--- src/rtl/core/bpu_pkg.sv ---
// ----------------------------------------------------------------------------
// bpu_pkg
// Shared types and constants of the bitmap pixel unpacker.
// ----------------------------------------------------------------------------
`default_nettype none

package bpu_pkg;

  localparam int MAX_WIDTH_DEF   = 1024;
  localparam int MAX_HEIGHT_DEF  = 1024;
  localparam int PALETTE_ENTRIES = 16;

  localparam int SLOT_W     = 4;
  localparam int WORD_W     = 32;
  localparam int ADDR_W     = 20;
  localparam int CFG_IDX_W  = 4;
  localparam int CFG_DATA_W = 11;

  localparam logic [WORD_W-1:0] ALPHA_BITS  = 32'hFF00_0000;
  localparam logic [7:0]        NIBBLE_LOW  = 8'b0000_1111;
  localparam logic [7:0]        NIBBLE_HIGH = 8'b1111_0000;

  typedef enum logic [CFG_IDX_W-1:0] {
    REG_IMAGE_WIDTH  = 4'd0,
    REG_IMAGE_HEIGHT = 4'd1,
    REG_FLIP_ROWS    = 4'd2,
    REG_PIXEL_FORMAT = 4'd3
  } cfg_reg_t;

  typedef enum logic {
    ACT_LOAD = 1'b0,
    ACT_DATA = 1'b1
  } action_t;

  typedef enum logic {
    FMT_PAL4  = 1'b0,
    FMT_RGB32 = 1'b1
  } pixel_fmt_t;

  // per-item control handed from the stream tracker to the output stage
  typedef struct packed {
    pixel_fmt_t fmt;
    logic       two;    // item carries two pixels
    logic       done0;  // first pixel ends the image
    logic       done1;  // second pixel ends the image
  } item_ctrl_t;

endpackage

`default_nettype wire

--- src/rtl/core/bpu_cfg_regs.sv ---
// ----------------------------------------------------------------------------
// bpu_cfg_regs
// Configuration registers; stores clamped width and height, derives the
// padded byte count of a 4-bit row.
// ----------------------------------------------------------------------------
`default_nettype none

module bpu_cfg_regs #(
  parameter int MAX_WIDTH  = bpu_pkg::MAX_WIDTH_DEF,
  parameter int MAX_HEIGHT = bpu_pkg::MAX_HEIGHT_DEF,
  localparam int WW  = $clog2(MAX_WIDTH + 1),
  localparam int HW  = $clog2(MAX_HEIGHT + 1),
  localparam int RBW = WW + 1
) (
  input  wire logic                            clk,
  input  wire logic                            rst_n,
  input  wire logic                            wr_en,
  input  wire logic [bpu_pkg::CFG_IDX_W-1:0]   wr_index,
  input  wire logic [bpu_pkg::CFG_DATA_W-1:0]  wr_data,
  output logic                                 rewind,
  output logic [WW-1:0]                        width,
  output logic [HW-1:0]                        height,
  output logic                                 flip,
  output bpu_pkg::pixel_fmt_t                  fmt,
  output logic [RBW-1:0]                       row_bytes
);

  logic [WW-1:0]       width_r;
  logic [HW-1:0]       height_r;
  logic                flip_r;
  bpu_pkg::pixel_fmt_t fmt_r;
  logic [WW-1:0]       width_in;
  logic [HW-1:0]       height_in;
  logic [RBW-1:0]      half_bytes;

  always_comb begin
    if (wr_data == '0) begin
      width_in  = WW'(1);
      height_in = HW'(1);
    end else begin
      width_in  = (32'(wr_data) > 32'(MAX_WIDTH))  ? WW'(MAX_WIDTH)  : WW'(wr_data);
      height_in = (32'(wr_data) > 32'(MAX_HEIGHT)) ? HW'(MAX_HEIGHT) : HW'(wr_data);
    end
  end

  always_comb begin
    rewind = 1'b0;
    if (wr_en) begin
      unique case (bpu_pkg::cfg_reg_t'(wr_index))
        bpu_pkg::REG_IMAGE_WIDTH,
        bpu_pkg::REG_IMAGE_HEIGHT,
        bpu_pkg::REG_FLIP_ROWS,
        bpu_pkg::REG_PIXEL_FORMAT: rewind = 1'b1;
        default:                   rewind = 1'b0;
      endcase
    end
  end

  always_ff @(posedge clk) begin
    if (!rst_n) begin
      width_r  <= WW'(1);
      height_r <= HW'(1);
      flip_r   <= 1'b0;
      fmt_r    <= bpu_pkg::FMT_PAL4;
    end else if (wr_en) begin
      unique case (bpu_pkg::cfg_reg_t'(wr_index))
        bpu_pkg::REG_IMAGE_WIDTH:  width_r  <= width_in;
        bpu_pkg::REG_IMAGE_HEIGHT: height_r <= height_in;
        bpu_pkg::REG_FLIP_ROWS:    flip_r   <= wr_data[0];
        bpu_pkg::REG_PIXEL_FORMAT: fmt_r    <= bpu_pkg::pixel_fmt_t'(wr_data[0]);
        default: ;
      endcase
    end
  end

  assign half_bytes = (RBW'(width_r) + RBW'(1)) >> 1;
  assign row_bytes  = (half_bytes + RBW'(3)) & ~RBW'(3);

  assign width  = width_r;
  assign height = height_r;
  assign flip   = flip_r;
  assign fmt    = fmt_r;

endmodule

`default_nettype wire

--- src/rtl/core/bpu_palette.sv ---
// ----------------------------------------------------------------------------
// bpu_palette
// 16-entry palette memory, one write port, two registered read ports.
// ----------------------------------------------------------------------------
`default_nettype none

module bpu_palette (
  input  wire logic                          clk,
  input  wire logic                          we,
  input  wire logic [bpu_pkg::SLOT_W-1:0]    waddr,
  input  wire logic [bpu_pkg::WORD_W-1:0]    wdata,
  input  wire logic                          re,
  input  wire logic [bpu_pkg::SLOT_W-1:0]    raddr0,
  input  wire logic [bpu_pkg::SLOT_W-1:0]    raddr1,
  output logic [bpu_pkg::WORD_W-1:0]         rdata0,
  output logic [bpu_pkg::WORD_W-1:0]         rdata1
);

  logic [bpu_pkg::WORD_W-1:0] mem [bpu_pkg::PALETTE_ENTRIES];
  logic [bpu_pkg::WORD_W-1:0] rdata0_r;
  logic [bpu_pkg::WORD_W-1:0] rdata1_r;
  logic [bpu_pkg::WORD_W-1:0] wval;

  // entry 0 is transparent, the rest are opaque
  assign wval = (waddr == '0) ? '0 : (wdata | bpu_pkg::ALPHA_BITS);

  always_ff @(posedge clk) begin
    if (we) begin
      mem[waddr] <= wval;
    end
  end

  always_ff @(posedge clk) begin
    if (re) begin
      rdata0_r <= mem[raddr0];
      rdata1_r <= mem[raddr1];
    end
  end

  assign rdata0 = rdata0_r;
  assign rdata1 = rdata1_r;

endmodule

`default_nettype wire

--- src/rtl/core/bpu_stream_ctrl.sv ---
// ----------------------------------------------------------------------------
// bpu_stream_ctrl
// Tracks column, row and row base address of the pixel stream and builds
// the destination address and control of each data item.
// ----------------------------------------------------------------------------
`default_nettype none

module bpu_stream_ctrl #(
  parameter int MAX_WIDTH  = bpu_pkg::MAX_WIDTH_DEF,
  parameter int MAX_HEIGHT = bpu_pkg::MAX_HEIGHT_DEF,
  localparam int WW  = $clog2(MAX_WIDTH + 1),
  localparam int HW  = $clog2(MAX_HEIGHT + 1),
  localparam int RBW = WW + 1
) (
  input  wire logic                          clk,
  input  wire logic                          rst_n,
  input  wire logic                          rewind_req,
  input  wire logic [WW-1:0]                 width,
  input  wire logic [HW-1:0]                 height,
  input  wire logic                          flip,
  input  wire bpu_pkg::pixel_fmt_t           fmt,
  input  wire logic [RBW-1:0]                row_bytes,
  input  wire logic                          data_go,
  output logic                               busy,
  output logic                               img_done,
  output logic                               item_emit,
  output bpu_pkg::item_ctrl_t                item_ctrl,
  output logic [bpu_pkg::ADDR_W-1:0]         item_addr
);

  localparam int XW = WW + 2;
  localparam int PW = HW + WW;

  logic [WW-1:0]               col_r, col_nxt;
  logic [HW-1:0]               row_r, row_nxt;
  logic [bpu_pkg::ADDR_W-1:0]  base_r, base_nxt;
  logic                        rewind_r;

  logic [XW-1:0]               x0;
  logic [XW-1:0]               width_x;
  logic [PW-1:0]               first_prod;
  logic [bpu_pkg::ADDR_W-1:0]  first_base;
  logic [bpu_pkg::ADDR_W-1:0]  base_step;
  logic                        final_row;
  logic                        last_px;
  logic                        nib0_ok;
  logic                        nib1_ok;
  logic                        row_end;
  logic                        finish;

  assign x0        = XW'({col_r, 1'b0});
  assign width_x   = XW'(width);
  assign final_row = ((HW+1)'(row_r) + (HW+1)'(1)) == (HW+1)'(height);
  assign last_px   = (XW'(col_r) + XW'(1)) >= width_x;
  assign nib0_ok   = x0 < width_x;
  assign nib1_ok   = (x0 + XW'(1)) < width_x;
  assign row_end   = (RBW'(col_r) + RBW'(1)) >= row_bytes;
  assign finish    = final_row && nib0_ok && ((x0 + XW'(2)) >= width_x);

  assign first_prod = PW'(height - HW'(1)) * PW'(width);
  assign first_base = flip ? bpu_pkg::ADDR_W'(first_prod) : '0;
  assign base_step  = flip ? (base_r - bpu_pkg::ADDR_W'(width))
                           : (base_r + bpu_pkg::ADDR_W'(width));

  always_comb begin
    col_nxt  = col_r;
    row_nxt  = row_r;
    base_nxt = base_r;
    if (data_go) begin
      if (fmt == bpu_pkg::FMT_RGB32) begin
        if (last_px) begin
          col_nxt = '0;
          row_nxt = row_r + HW'(1);
          if (!final_row) begin
            base_nxt = base_step;
          end
        end else begin
          col_nxt = col_r + WW'(1);
        end
      end else begin
        priority if (finish) begin
          col_nxt = '0;
          row_nxt = height;
        end else if (row_end) begin
          col_nxt = '0;
          row_nxt = row_r + HW'(1);
          if (!final_row) begin
            base_nxt = base_step;
          end
        end else begin
          col_nxt = col_r + WW'(1);
        end
      end
    end
  end

  always_comb begin
    item_ctrl.fmt = fmt;
    if (fmt == bpu_pkg::FMT_RGB32) begin
      item_emit       = 1'b1;
      item_ctrl.two   = 1'b0;
      item_ctrl.done0 = last_px && final_row;
      item_ctrl.done1 = 1'b0;
      item_addr       = base_r + bpu_pkg::ADDR_W'(col_r);
    end else begin
      item_emit       = nib0_ok;
      item_ctrl.two   = nib1_ok;
      item_ctrl.done0 = final_row && ((x0 + XW'(1)) == width_x);
      item_ctrl.done1 = final_row && ((x0 + XW'(2)) == width_x);
      item_addr       = base_r + bpu_pkg::ADDR_W'(x0);
    end
  end

  always_ff @(posedge clk) begin
    if (!rst_n) begin
      col_r    <= '0;
      row_r    <= '0;
      base_r   <= '0;
      rewind_r <= 1'b1;
    end else if (rewind_req) begin
      col_r    <= '0;
      row_r    <= '0;
      rewind_r <= 1'b1;
    end else if (rewind_r) begin
      base_r   <= first_base;
      rewind_r <= 1'b0;
    end else begin
      col_r  <= col_nxt;
      row_r  <= row_nxt;
      base_r <= base_nxt;
    end
  end

  assign busy     = rewind_r;
  assign img_done = row_r >= height;

endmodule

`default_nettype wire

--- src/rtl/core/bpu_out_stage.sv ---
// ----------------------------------------------------------------------------
// bpu_out_stage
// Holds one decoded item and hands its pixels, one per cycle while out_ready
// does not stall the output, to the output register.
// ----------------------------------------------------------------------------
`default_nettype none

module bpu_out_stage (
  input  wire logic                          clk,
  input  wire logic                          rst_n,
  input  wire logic                          load,
  input  wire bpu_pkg::item_ctrl_t           ctrl,
  input  wire logic [bpu_pkg::ADDR_W-1:0]    addr,
  input  wire logic [bpu_pkg::WORD_W-1:0]    word,
  input  wire logic [bpu_pkg::WORD_W-1:0]    pal0,
  input  wire logic [bpu_pkg::WORD_W-1:0]    pal1,
  output logic                               free,
  output logic                               out_valid,
  input  wire logic                          out_ready,
  output logic [bpu_pkg::ADDR_W-1:0]         out_pixel_address,
  output logic [bpu_pkg::WORD_W-1:0]         out_pixel_color,
  output logic                               out_image_done,
  output logic                               out_run_last
);

  logic                        a_valid_r;
  logic                        a_sel_r;
  bpu_pkg::item_ctrl_t         a_ctrl_r;
  logic [bpu_pkg::ADDR_W-1:0]  a_addr_r;
  logic [bpu_pkg::WORD_W-1:0]  a_word_r;

  logic                        out_valid_r;
  logic [bpu_pkg::ADDR_W-1:0]  out_addr_r;
  logic [bpu_pkg::WORD_W-1:0]  out_color_r;
  logic                        out_done_r;
  logic                        out_last_r;

  logic                        sel_last;
  logic                        sel_done;
  logic [bpu_pkg::WORD_W-1:0]  sel_color;
  logic [bpu_pkg::ADDR_W-1:0]  sel_addr;
  logic                        out_load;
  logic                        a_drain;

  always_comb begin
    sel_last = a_sel_r || !a_ctrl_r.two;
    sel_done = a_sel_r ? a_ctrl_r.done1 : a_ctrl_r.done0;
    sel_addr = a_addr_r + bpu_pkg::ADDR_W'(a_sel_r);
    if (a_ctrl_r.fmt == bpu_pkg::FMT_RGB32) begin
      sel_color = a_word_r;
    end else begin
      sel_color = a_sel_r ? pal1 : pal0;
    end
  end

  assign out_load = a_valid_r && (!out_valid_r || out_ready);
  assign a_drain  = out_load && sel_last;
  assign free     = !a_valid_r || a_drain;

  always_ff @(posedge clk) begin
    if (!rst_n) begin
      a_valid_r   <= 1'b0;
      a_sel_r     <= 1'b0;
      out_valid_r <= 1'b0;
    end else begin
      if (load) begin
        a_valid_r <= 1'b1;
        a_sel_r   <= 1'b0;
      end else if (a_drain) begin
        a_valid_r <= 1'b0;
      end else if (out_load) begin
        a_sel_r <= 1'b1;
      end
      if (out_load) begin
        out_valid_r <= 1'b1;
      end else if (out_ready) begin
        out_valid_r <= 1'b0;
      end
    end
  end

  always_ff @(posedge clk) begin
    if (load) begin
      a_ctrl_r <= ctrl;
      a_addr_r <= addr;
      a_word_r <= word;
    end
    if (out_load) begin
      out_addr_r  <= sel_addr;
      out_color_r <= sel_color;
      out_done_r  <= sel_done;
      out_last_r  <= sel_last;
    end
  end

  assign out_valid         = out_valid_r;
  assign out_pixel_address = out_addr_r;
  assign out_pixel_color   = out_color_r;
  assign out_image_done    = out_done_r;
  assign out_run_last      = out_last_r;

endmodule

`default_nettype wire

--- src/rtl/core/bmp_pixel_unpacker.sv ---
// ----------------------------------------------------------------------------
// bmp_pixel_unpacker
// Unpacks 4-bit palette or 32-bit direct bitmap pixel data into
// destination-addressed 32-bit pixels.
//
//   channel  direction  handshake              payload
//   in_      input      in_valid / in_ready    action, palette_slot, data_word
//   out_     output     out_valid / out_ready  pixel_address, pixel_color,
//                                              image_done, run_last
//   cfg_     input      cfg_valid / cfg_ready  cfg_index, cfg_data
//
// One item is taken per cycle when the output drains; a 4-bit byte of two
// pixels holds the input until its second pixel is loaded, as the output
// register moves one pixel per cycle when not stalled. An item passes the
// item register, then the output register, to out_valid. Palette reads
// are registered at accept; the row base is updated by add or subtract of
// the width, only a rewind uses the multiplier. Reset and a write to any
// of the four configuration registers rewind the stream; in_ready is low
// after either while the first row base is computed. cfg_ready is always high.
// ----------------------------------------------------------------------------
`default_nettype none

module bmp_pixel_unpacker #(
  parameter int MAX_WIDTH  = bpu_pkg::MAX_WIDTH_DEF,
  parameter int MAX_HEIGHT = bpu_pkg::MAX_HEIGHT_DEF
) (
  input  wire logic                          clk,
  input  wire logic                          rst_n,
  input  wire logic                          in_valid,
  output logic                               in_ready,
  input  wire logic                          in_action,
  input  wire logic [bpu_pkg::SLOT_W-1:0]    in_palette_slot,
  input  wire logic [bpu_pkg::WORD_W-1:0]    in_data_word,
  output logic                               out_valid,
  input  wire logic                          out_ready,
  output logic [bpu_pkg::ADDR_W-1:0]         out_pixel_address,
  output logic [bpu_pkg::WORD_W-1:0]         out_pixel_color,
  output logic                               out_image_done,
  output logic                               out_run_last,
  input  wire logic                          cfg_valid,
  output logic                               cfg_ready,
  input  wire logic [bpu_pkg::CFG_IDX_W-1:0] cfg_index,
  input  wire logic [bpu_pkg::CFG_DATA_W-1:0] cfg_data
);

  localparam int WW  = $clog2(MAX_WIDTH + 1);
  localparam int HW  = $clog2(MAX_HEIGHT + 1);
  localparam int RBW = WW + 1;

  logic                        rewind;
  logic [WW-1:0]               width;
  logic [HW-1:0]               height;
  logic                        flip;
  bpu_pkg::pixel_fmt_t         fmt;
  logic [RBW-1:0]              row_bytes;

  logic                        accept;
  logic                        data_go;
  logic                        pal_we;
  logic                        busy;
  logic                        img_done;
  logic                        item_emit;
  bpu_pkg::item_ctrl_t         item_ctrl;
  logic [bpu_pkg::ADDR_W-1:0]  item_addr;
  logic                        stage_free;
  logic [bpu_pkg::WORD_W-1:0]  pal0;
  logic [bpu_pkg::WORD_W-1:0]  pal1;
  logic [bpu_pkg::SLOT_W-1:0]  nib_hi;
  logic [bpu_pkg::SLOT_W-1:0]  nib_lo;

  assign cfg_ready = 1'b1;
  assign in_ready  = stage_free && !busy;
  assign accept    = in_valid && in_ready;
  assign pal_we    = accept && (bpu_pkg::action_t'(in_action) == bpu_pkg::ACT_LOAD);
  assign data_go   = accept && (bpu_pkg::action_t'(in_action) == bpu_pkg::ACT_DATA)
                     && !img_done;

  assign nib_hi = bpu_pkg::SLOT_W'((in_data_word[7:0] & bpu_pkg::NIBBLE_HIGH) >> 4);
  assign nib_lo = bpu_pkg::SLOT_W'(in_data_word[7:0] & bpu_pkg::NIBBLE_LOW);

  bpu_cfg_regs #(
    .MAX_WIDTH  (MAX_WIDTH),
    .MAX_HEIGHT (MAX_HEIGHT)
  ) u_cfg (
    .clk       (clk),
    .rst_n     (rst_n),
    .wr_en     (cfg_valid && cfg_ready),
    .wr_index  (cfg_index),
    .wr_data   (cfg_data),
    .rewind    (rewind),
    .width     (width),
    .height    (height),
    .flip      (flip),
    .fmt       (fmt),
    .row_bytes (row_bytes)
  );

  bpu_palette u_pal (
    .clk    (clk),
    .we     (pal_we),
    .waddr  (in_palette_slot),
    .wdata  (in_data_word),
    .re     (data_go),
    .raddr0 (nib_hi),
    .raddr1 (nib_lo),
    .rdata0 (pal0),
    .rdata1 (pal1)
  );

  bpu_stream_ctrl #(
    .MAX_WIDTH  (MAX_WIDTH),
    .MAX_HEIGHT (MAX_HEIGHT)
  ) u_stream (
    .clk        (clk),
    .rst_n      (rst_n),
    .rewind_req (rewind),
    .width      (width),
    .height     (height),
    .flip       (flip),
    .fmt        (fmt),
    .row_bytes  (row_bytes),
    .data_go    (data_go),
    .busy       (busy),
    .img_done   (img_done),
    .item_emit  (item_emit),
    .item_ctrl  (item_ctrl),
    .item_addr  (item_addr)
  );

  bpu_out_stage u_out (
    .clk               (clk),
    .rst_n             (rst_n),
    .load              (data_go && item_emit),
    .ctrl              (item_ctrl),
    .addr              (item_addr),
    .word              (in_data_word),
    .pal0              (pal0),
    .pal1              (pal1),
    .free              (stage_free),
    .out_valid         (out_valid),
    .out_ready         (out_ready),
    .out_pixel_address (out_pixel_address),
    .out_pixel_color   (out_pixel_color),
    .out_image_done    (out_image_done),
    .out_run_last      (out_run_last)
  );

endmodule

`default_nettype wire

--- config.mk ---
export PLATFORM = sky130hd
export DESIGN_NAME = bmp_pixel_unpacker
export DESIGN_NICKNAME = d
export VERILOG_FILES = /design/src/rtl/core/bpu_pkg.sv /design/src/rtl/core/bpu_cfg_regs.sv /design/src/rtl/core/bpu_palette.sv /design/src/rtl/core/bpu_stream_ctrl.sv /design/src/rtl/core/bpu_out_stage.sv /design/src/rtl/core/bmp_pixel_unpacker.sv
export SDC_FILE = /design/constraint.sdc
export NUM_CORES = 1
export LEC_CHECK = 0
export BUFFER_PORTS_ARGS = -buffer_cell sky130_fd_sc_hd__buf_4
export CORE_UTILIZATION = 57
export CTS_CLUSTER_DIAMETER = 50
export DETAILED_ROUTE_END_ITERATION = 16
export HOLD_SLACK_MARGIN = 0.06
export MAX_ROUTING_LAYER = met4
export PLACE_DENSITY_LB_ADDON = 0.05
export SLEW_MARGIN = 20
export SYNTH_ARGS = -nofsm -noshare
export SYNTH_HDL_FRONTEND = slang
export SYNTH_SLANG_ARGS = --single-unit
export TNS_END_PERCENT = 20
--- constraint.sdc ---
create_clock -name clk -period 6.4 [get_ports clk]
set_input_delay 0.64 -clock clk [delete_from_list [all_inputs] [get_ports clk]]
set_output_delay 0.64 -clock clk [all_outputs]
set_load 0.01 [all_outputs]
==> results.toml, run 1 <==
[run_status]
status = "finished, final reports clean"

[synthesis]
yosysWarnings = 0
synth_edf_count = 560
ys_async_sr_fraction = 0
syn_avg_cell_area_sq_um = 13.82
synth_area_sq_um = 35810
synthCells = 2592
yosysMostFrequentCell = "edfxtp_1"
synth_cell_types = 76
synthTopCellsByCount = "edfxtp_1, mux4_2, nand2_1"
synth_top_area_cell = "edfxtp_1"
synth_ff_type = "edfxtp_1"
synth-seq-cells = 630
synth.area.top_cells = "edfxtp_1, mux4_2, fa_1"
synth.top_cell.area_share = 0.4696
synth_seq_area_share = 0.5087

[power_and_ir_drop]
p_comb_frac = 0.080
power_density_nw_per_um2 = 237.8
clockPowerShare = 0.443
power_leakage_nw = 14.77
power.internal_mw = 7.310
finalPower_mw = 9.636
swShare = 0.2413
share_seq_of_total_power = 0.477
ir_worst_vdd_mv = 0.2383
switchingPower_mw = 2.325

[die]
die_y_microns = 252.7
boundaryPins = 114
dieArea_sq_um = 63830
start_util = 0.5782
coreArea_sq_um = 61940
rows = 91
die_w_microns = 252.7

[flow_run]
maxCapViolCount = 0

[clock_tree]
clock_latency_ns = 0.67
cts_made_buffers = 76
clkTransAtPathRegs_ns = 0.06
cts_sinks = 630
clock_path_buffers = 3
cts_tree = "yes"
h-tree-depth = 3
clockRootBuffer = "clkbuf_16"
holdBufCountCts = 0

[worst_setup_path]
cp.arrival_ns = 6.57
cp_slowest_cell = "fa_1"
start_kind = "flop"
worst-path-max-fanout = 6
crit_top_cell = "fa_1"
critPathKind = "flop to flop"
path_cells = "nor4_2 -> buf_4 -> nand3_1 -> xnor2_2 -> buf_4 -> nand2_1 -> fa_1 -> fa_1 -> fa_1 -> fa_1 -> fa_1 -> xnor2_1 -> xnor2_1 -> xnor3_1 -> xnor2_1 -> xor3_1 -> xnor2_1 -> a221oi_1 -> a21oi_1"
crit_path_end_kind = "flop"
cp.required_ns = 6.91
slowest_delay_ns = 0.56

[sta]
setup_viol = 0
finalCritPeriodShare = 0.9473
drv_slew = 0
tightest_slew_ns = 1.140
clock_skew_ns = 0.05916
rsz0062_at_grt = "yes"
hold_viol_final = 0
max_slew_margin = 0.2398
fmax_mhz = 164.9
setup_tns_ns = 0
fin_crit_ns = 6.063

[placed_design]
numPortBuffers = 112
place_hpwl_microns = 60190
gp_congestion = 0.9809

[route]
drc_errors = 0
drt_iter0_drc = 1882
avgRoutedWirePerCell_microns = 25.59
dr_total_vias = 22725
wl_microns = 92760
via_per_inst = 6.271
drt-pass1-iter-count = 6
detail-route-antenna-nets = 0

[layout]
seq_area_sq_um = 18220
diodes = 0
syn_to_final_growth_pct = 13.15
multiInputGateArea_sq_um = 16590
fillers = 4553
final_nets = 3030
layout-drive-gt1-share = 0.2164

[grt]
gr-usage-all-layers = 0.3098
antenna_found_initial = 0
grt_overflow_total = 0
grt_max_degree = 71
grt_pass1_wl_microns = 141000
first_global_vias = 23679

[hold_path]
min_path_type = "input port to flop"
## sequential cells by signal, summed over array words and instances, names as in the netlist, 4 cells and up
register	count
u_out.a_word_r	32
u_out.a_addr_r	20
u_out.out_pixel_color	32
u_out.out_pixel_address	20
u_stream.row_r	11
u_pal.mem	400
u_out.a_ctrl_r	4
u_pal.rdata0	25
u_pal.rdata1	25
u_cfg.width	11
u_cfg.height	11
u_stream.base_r	20
u_stream.col_r	11
## cell type report
cell class / instances / share of cell area
timing repair buffer: 184 / 0.03458
multi-input combinational: 1641 / 0.4095
sequential: 630 / 0.4496
clock buffer: 92 / 0.04943
inverter: 190 / 0.01760
tap: 837 / 0.02584
clock inverter: 50 / 0.01343
## critical path: cells and delay by family, from the launching register on
kind | cells | cell delay, ns
fa+ha+maj | 5 | 2.57
flops | 1 | 0.32
xor+xnor | 7 | 1.73
compound gates | 2 | 0.38
buf+inv | 2 | 0.39
simple gates | 3 | 0.52
## power groups by stage
stage | registers, mW | clock network, mW | logic (mW)
after floorplan | 4.68 | 0 | 0.514
after global placement | 4.68 | 0 | 0.751
after detailed placement | 4.68 | 0 | 0.766
after CTS | 4.60 | 4.34 | 0.769
after global routing | 4.60 | 4.49 | 0.827
final | 4.60 | 4.27 | 0.767
## path summary, 6_finish.rpt
check,startpoint,to,cells after the start,slack [ns]
max,u_cfg.height[2],u_stream.base_r[19],19,0.34
min,in_data_word[12],u_out.a_word_r[12],1,0.15
max reg2reg,u_cfg.height[2],u_stream.base_r[19],19,0.34
min reg2reg,u_out.a_valid_r,u_out.out_valid,2,0.47
## cells by family (layout without fill, tap and decap cells)
group                    after synthesis  after routing  share of synthesized area
AO/OA/AOI/OAI                        331            331                    0.05967
other                                  1              2                  0.0001047
buffers and inverters                322            516                    0.03420
AND/OR/NAND/NOR                      627            627                    0.08319
multiplexers                         284            284                     0.1668
XOR/XNOR                             147            147                    0.03675
flip-flops                           630            630                     0.5087
adder cells (fa/ha/maj)              250            250                     0.1106
## layout by cell type (no fill, tap or decap), types with 75 or more instances in the layout
cell       netlist  layout
a21oi_1         92      92
edfxtp_1       560     560
ha_1           139     137
o21ai_0         76      75
xnor2_1        101      94
mux4_2         250     250
fa_1           111     111
clkbuf_16        0      77
inv_1          185     184
nand2_1        206     206
buf_4            1     181
nor2_1         153     141
## layer usage
metal	global-route usage	share of wire	vias up
li1	-	-	10023
met1	0.3739	0.38	11634
met2	0.5336	0.53	844
met3	0.04161	0.057	224
met4	0.1129	0.037	0
met5	-	0	-
## metrics by stage
stage | cell area [sq um] | setup WS, ns | std cells | util | hold slack (ns)
global placement | 37870 | 0.2494 | 3481 | 0.6115 | 0.4543
finish | 40520 | 0.3373 | 3624 | 0.6542 | 0.1542
CTS | 40420 | 0.1392 | 3623 | 0.6526 | 0.1276
global route | 40520 | -0.05464 | 3624 | 0.6542 | 0.1355
floorplan | 35820 | 0.1510 | 2593 | - | 0.4064
detailed placement | 37870 | 0.1755 | 3481 | 0.6115 | 0.4715
## timing repair
item                       in CTS  in global routing
setup endpoints to repair       0                  7
resized for setup               0                 15
buffers inserted                0                  1
Note: power is estimated with default switching activity, not from simulation.
==> run 2, diff against run 1 <==
--- a/config.mk
+++ b/config.mk
@@ -11,7 +11,7 @@
 export DETAILED_ROUTE_END_ITERATION = 16
 export HOLD_SLACK_MARGIN = 0.06
 export MAX_ROUTING_LAYER = met4
-export PLACE_DENSITY_LB_ADDON = 0.05
+export PLACE_DENSITY = 0.8
 export SLEW_MARGIN = 20
 export SYNTH_ARGS = -nofsm -noshare
 export SYNTH_HDL_FRONTEND = slang
==> run 2 against run 1 <==
Against the previous run:
- non-clock buffer count is 10 lower
- total power up 2.5%
- first-iteration DRC count up 43%
- global-route usage rose by 1.8 points
- die area did not move
- wire length up 6.6%
- combinational power about the same
- register-to-register slack gained 0.03 ns
==> results.toml, run 2 (synthesis results as in run 1) <==
[route]
drt-pass1-iter-count = 5
avgRoutedWirePerCell_microns = 27.42
drc_errors = 0
dr_total_vias = 23801
wl_microns = 98890
via_per_inst = 6.599
detail-route-antenna-nets = 0
drt_iter0_drc = 2699

[sta]
clock_skew_ns = 0.06350
fin_crit_ns = 6.038
max_slew_margin = 0.2354
setup_ws_ns = 0.3624
tightest_slew_ns = 1.144
drv_slew = 0
rsz0062_at_grt = "no"
fmax_mhz = 165.6
hold_viol_final = 0
setup_viol = 0
finalCritPeriodShare = 0.9434
setup_tns_ns = 0

[power_and_ir_drop]
finalPower_mw = 9.877
switchingPower_mw = 2.343
power_leakage_nw = 14.71
power.internal_mw = 7.534
swShare = 0.2372
clockPowerShare = 0.456
ir_worst_vdd_mv = 0.2846
share_seq_of_total_power = 0.466
power_density_nw_per_um2 = 244.2
p_comb_frac = 0.078

[placed_design]
gp_congestion = 0.9860
place_ws_ns = 0.04829
place_hpwl_microns = 61460
numPortBuffers = 112

[worst_setup_path]
path_depth = 22
rrSetupSlack_ns = 0.36
cp_slowest_cell = "fa_1"
crit_top_cell = "fa_1"
slowest_delay_ns = 0.53
crit_path_end = "u_stream.base_r[19]"
start_kind = "flop"
path_cells = "buf_4 -> nor3_1 -> and3_1 -> xnor2_2 -> nand2_1 -> fa_1 -> inv_1 -> fa_1 -> fa_1 -> fa_1 -> inv_1 -> fa_1 -> inv_1 -> ha_1 -> and3_1 -> a221oi_2 -> a32o_1 -> o21ai_1 -> o21ai_1 -> xnor2_1 -> a221oi_1 -> a21oi_1"
crit_path_end_kind = "flop"
worst-path-max-fanout = 6
cp.required_ns = 6.88
critPathKind = "flop to flop"
reg2regPathDepth = 22
r2r_start = "u_cfg.height[2]"
path_buf_inv = 4
cp.arrival_ns = 6.52
worstSetupStartpoint = "u_cfg.height[2]"
path_delay_family = "adder cells"
crit-reg2reg-capture = "u_stream.base_r[19]"

[grt]
gr-usage-all-layers = 0.3280
grt_overflow_total = 0
grt_pass1_wl_microns = 150400
antenna_found_initial = 3
first_global_vias = 24892
grt_max_degree = 68

[layout]
largest_reg_flops = 400
layout-drive-gt1-share = 0.2134
largest_register = "u_pal.mem"
final_nets = 3018
syn_to_final_growth_pct = 12.95
layout_commonest_cell = "edfxtp_1"
final_cell_mix = "edfxtp_1, mux4_2, nand2_1"

[clock_tree]
clockRootBuffer = "clkbuf_16"
holdBufCountCts = 0
cts_setup_buffers = 0
clkTransAtPathRegs_ns = 0.06
cts_sinks = 630
clock_latency_ns = 0.66
cts_made_buffers = 74
cts_tree = "yes"
clock_path_buffers = 3
h-tree-depth = 3

[die]
coreArea_sq_um = 61940
die_w_microns = 252.7
die_y_microns = 252.7
start_util = 0.5782
boundaryPins = 114
dieArea_sq_um = 63830
rows = 91

[hold_path]
min_path_type = "input port to flop"

[run_status]
status = "finished, final reports clean"

[flow_run]
maxCapViolCount = 0
run 2: power by group through the flow:
stage               Clock (mW)  Sequential [mW]  Combinational, mW
finish                    4.51             4.60              0.770
global route              4.69             4.60              0.821
CTS                       4.54             4.60              0.761
detailed placement           0             4.69              0.746
global placement             0             4.68              0.721
floorplan                    0             4.68              0.514
run 2: final cells by class:
cell class / instances / area, sq um
clock buffers: 84 / 1899
flip-flops and latches: 630 / 18220
fillers: 4305 / 21490
repair buffers: 174 / 1314
inverters: 190 / 713.2
multi-input cells: 1641 / 16500
well taps: 837 / 1047
diodes: 1 / 2.502
clock inverters: 50 / 749.5
run 2: metrics by stage:
stage / area [sq um] / hold WS (ns) / utilization / std cells
floorplan: 35820 / 0.4064 / - / 2593
global placement: 37730 / 0.4540 / 0.6091 / 3472
detailed placement: 37730 / 0.4807 / 0.6092 / 3472
CTS: 40380 / 0.1429 / 0.6519 / 3606
global route: 40450 / 0.1344 / 0.6530 / 3607
finish: 40450 / 0.1643 / 0.6530 / 3607
run 2: worst register-to-register path: stages (launching register included):
cell and delay [ns]:
dfxtp_1 0.32, buf_4 0.16, nor3_1 0.20, and3_1 0.31, xnor2_2 0.20, nand2_1 0.12
fa_1 0.51, inv_1 0.06, fa_1 0.41, fa_1 0.51, fa_1 0.49, inv_1 0.05
fa_1 0.53, inv_1 0.04, ha_1 0.37, and3_1 0.20, a221oi_2 0.34, a32o_1 0.27
o21ai_1 0.11, o21ai_1 0.19, xnor2_1 0.10, a221oi_1 0.29, a21oi_1 0.10
run 2: routing by layer:
layer | GRT usage | vias up | wire length [microns]
met2 | 0.5371 | 1447 | 49560
met1 | 0.3926 | 11982 | 35500
met4 | 0.1609 | 0 | 5336
li1 | - | 9994 | -
met3 | 0.06056 | 378 | 8494
met5 | - | - | 0
run 2: how the worst min path moves through the flow:
stage	from	cells after the start	endpoint	slack (ns)
after CTS	in_data_word[18]	1	u_out.a_word_r[18]	0.14
after global placement	u_out.a_valid_r	2	u_out.out_valid	0.45
after floorplan	u_cfg.fmt	0	u_out.a_ctrl_r[3]	0.41
after global routing	in_data_word[18]	1	u_out.a_word_r[18]	0.13
after detailed placement	u_out.a_valid_r	2	u_out.out_valid	0.48
final	in_data_word[18]	1	u_out.a_word_r[18]	0.16
run 2: repair_timing:
| action | CTS | global route |
|---|---|---|
| endpoints found under the setup margin | 0 | 6 |
| hold endpoints to repair | 0 | 0 |
| gates resized for setup | 0 | 16 |
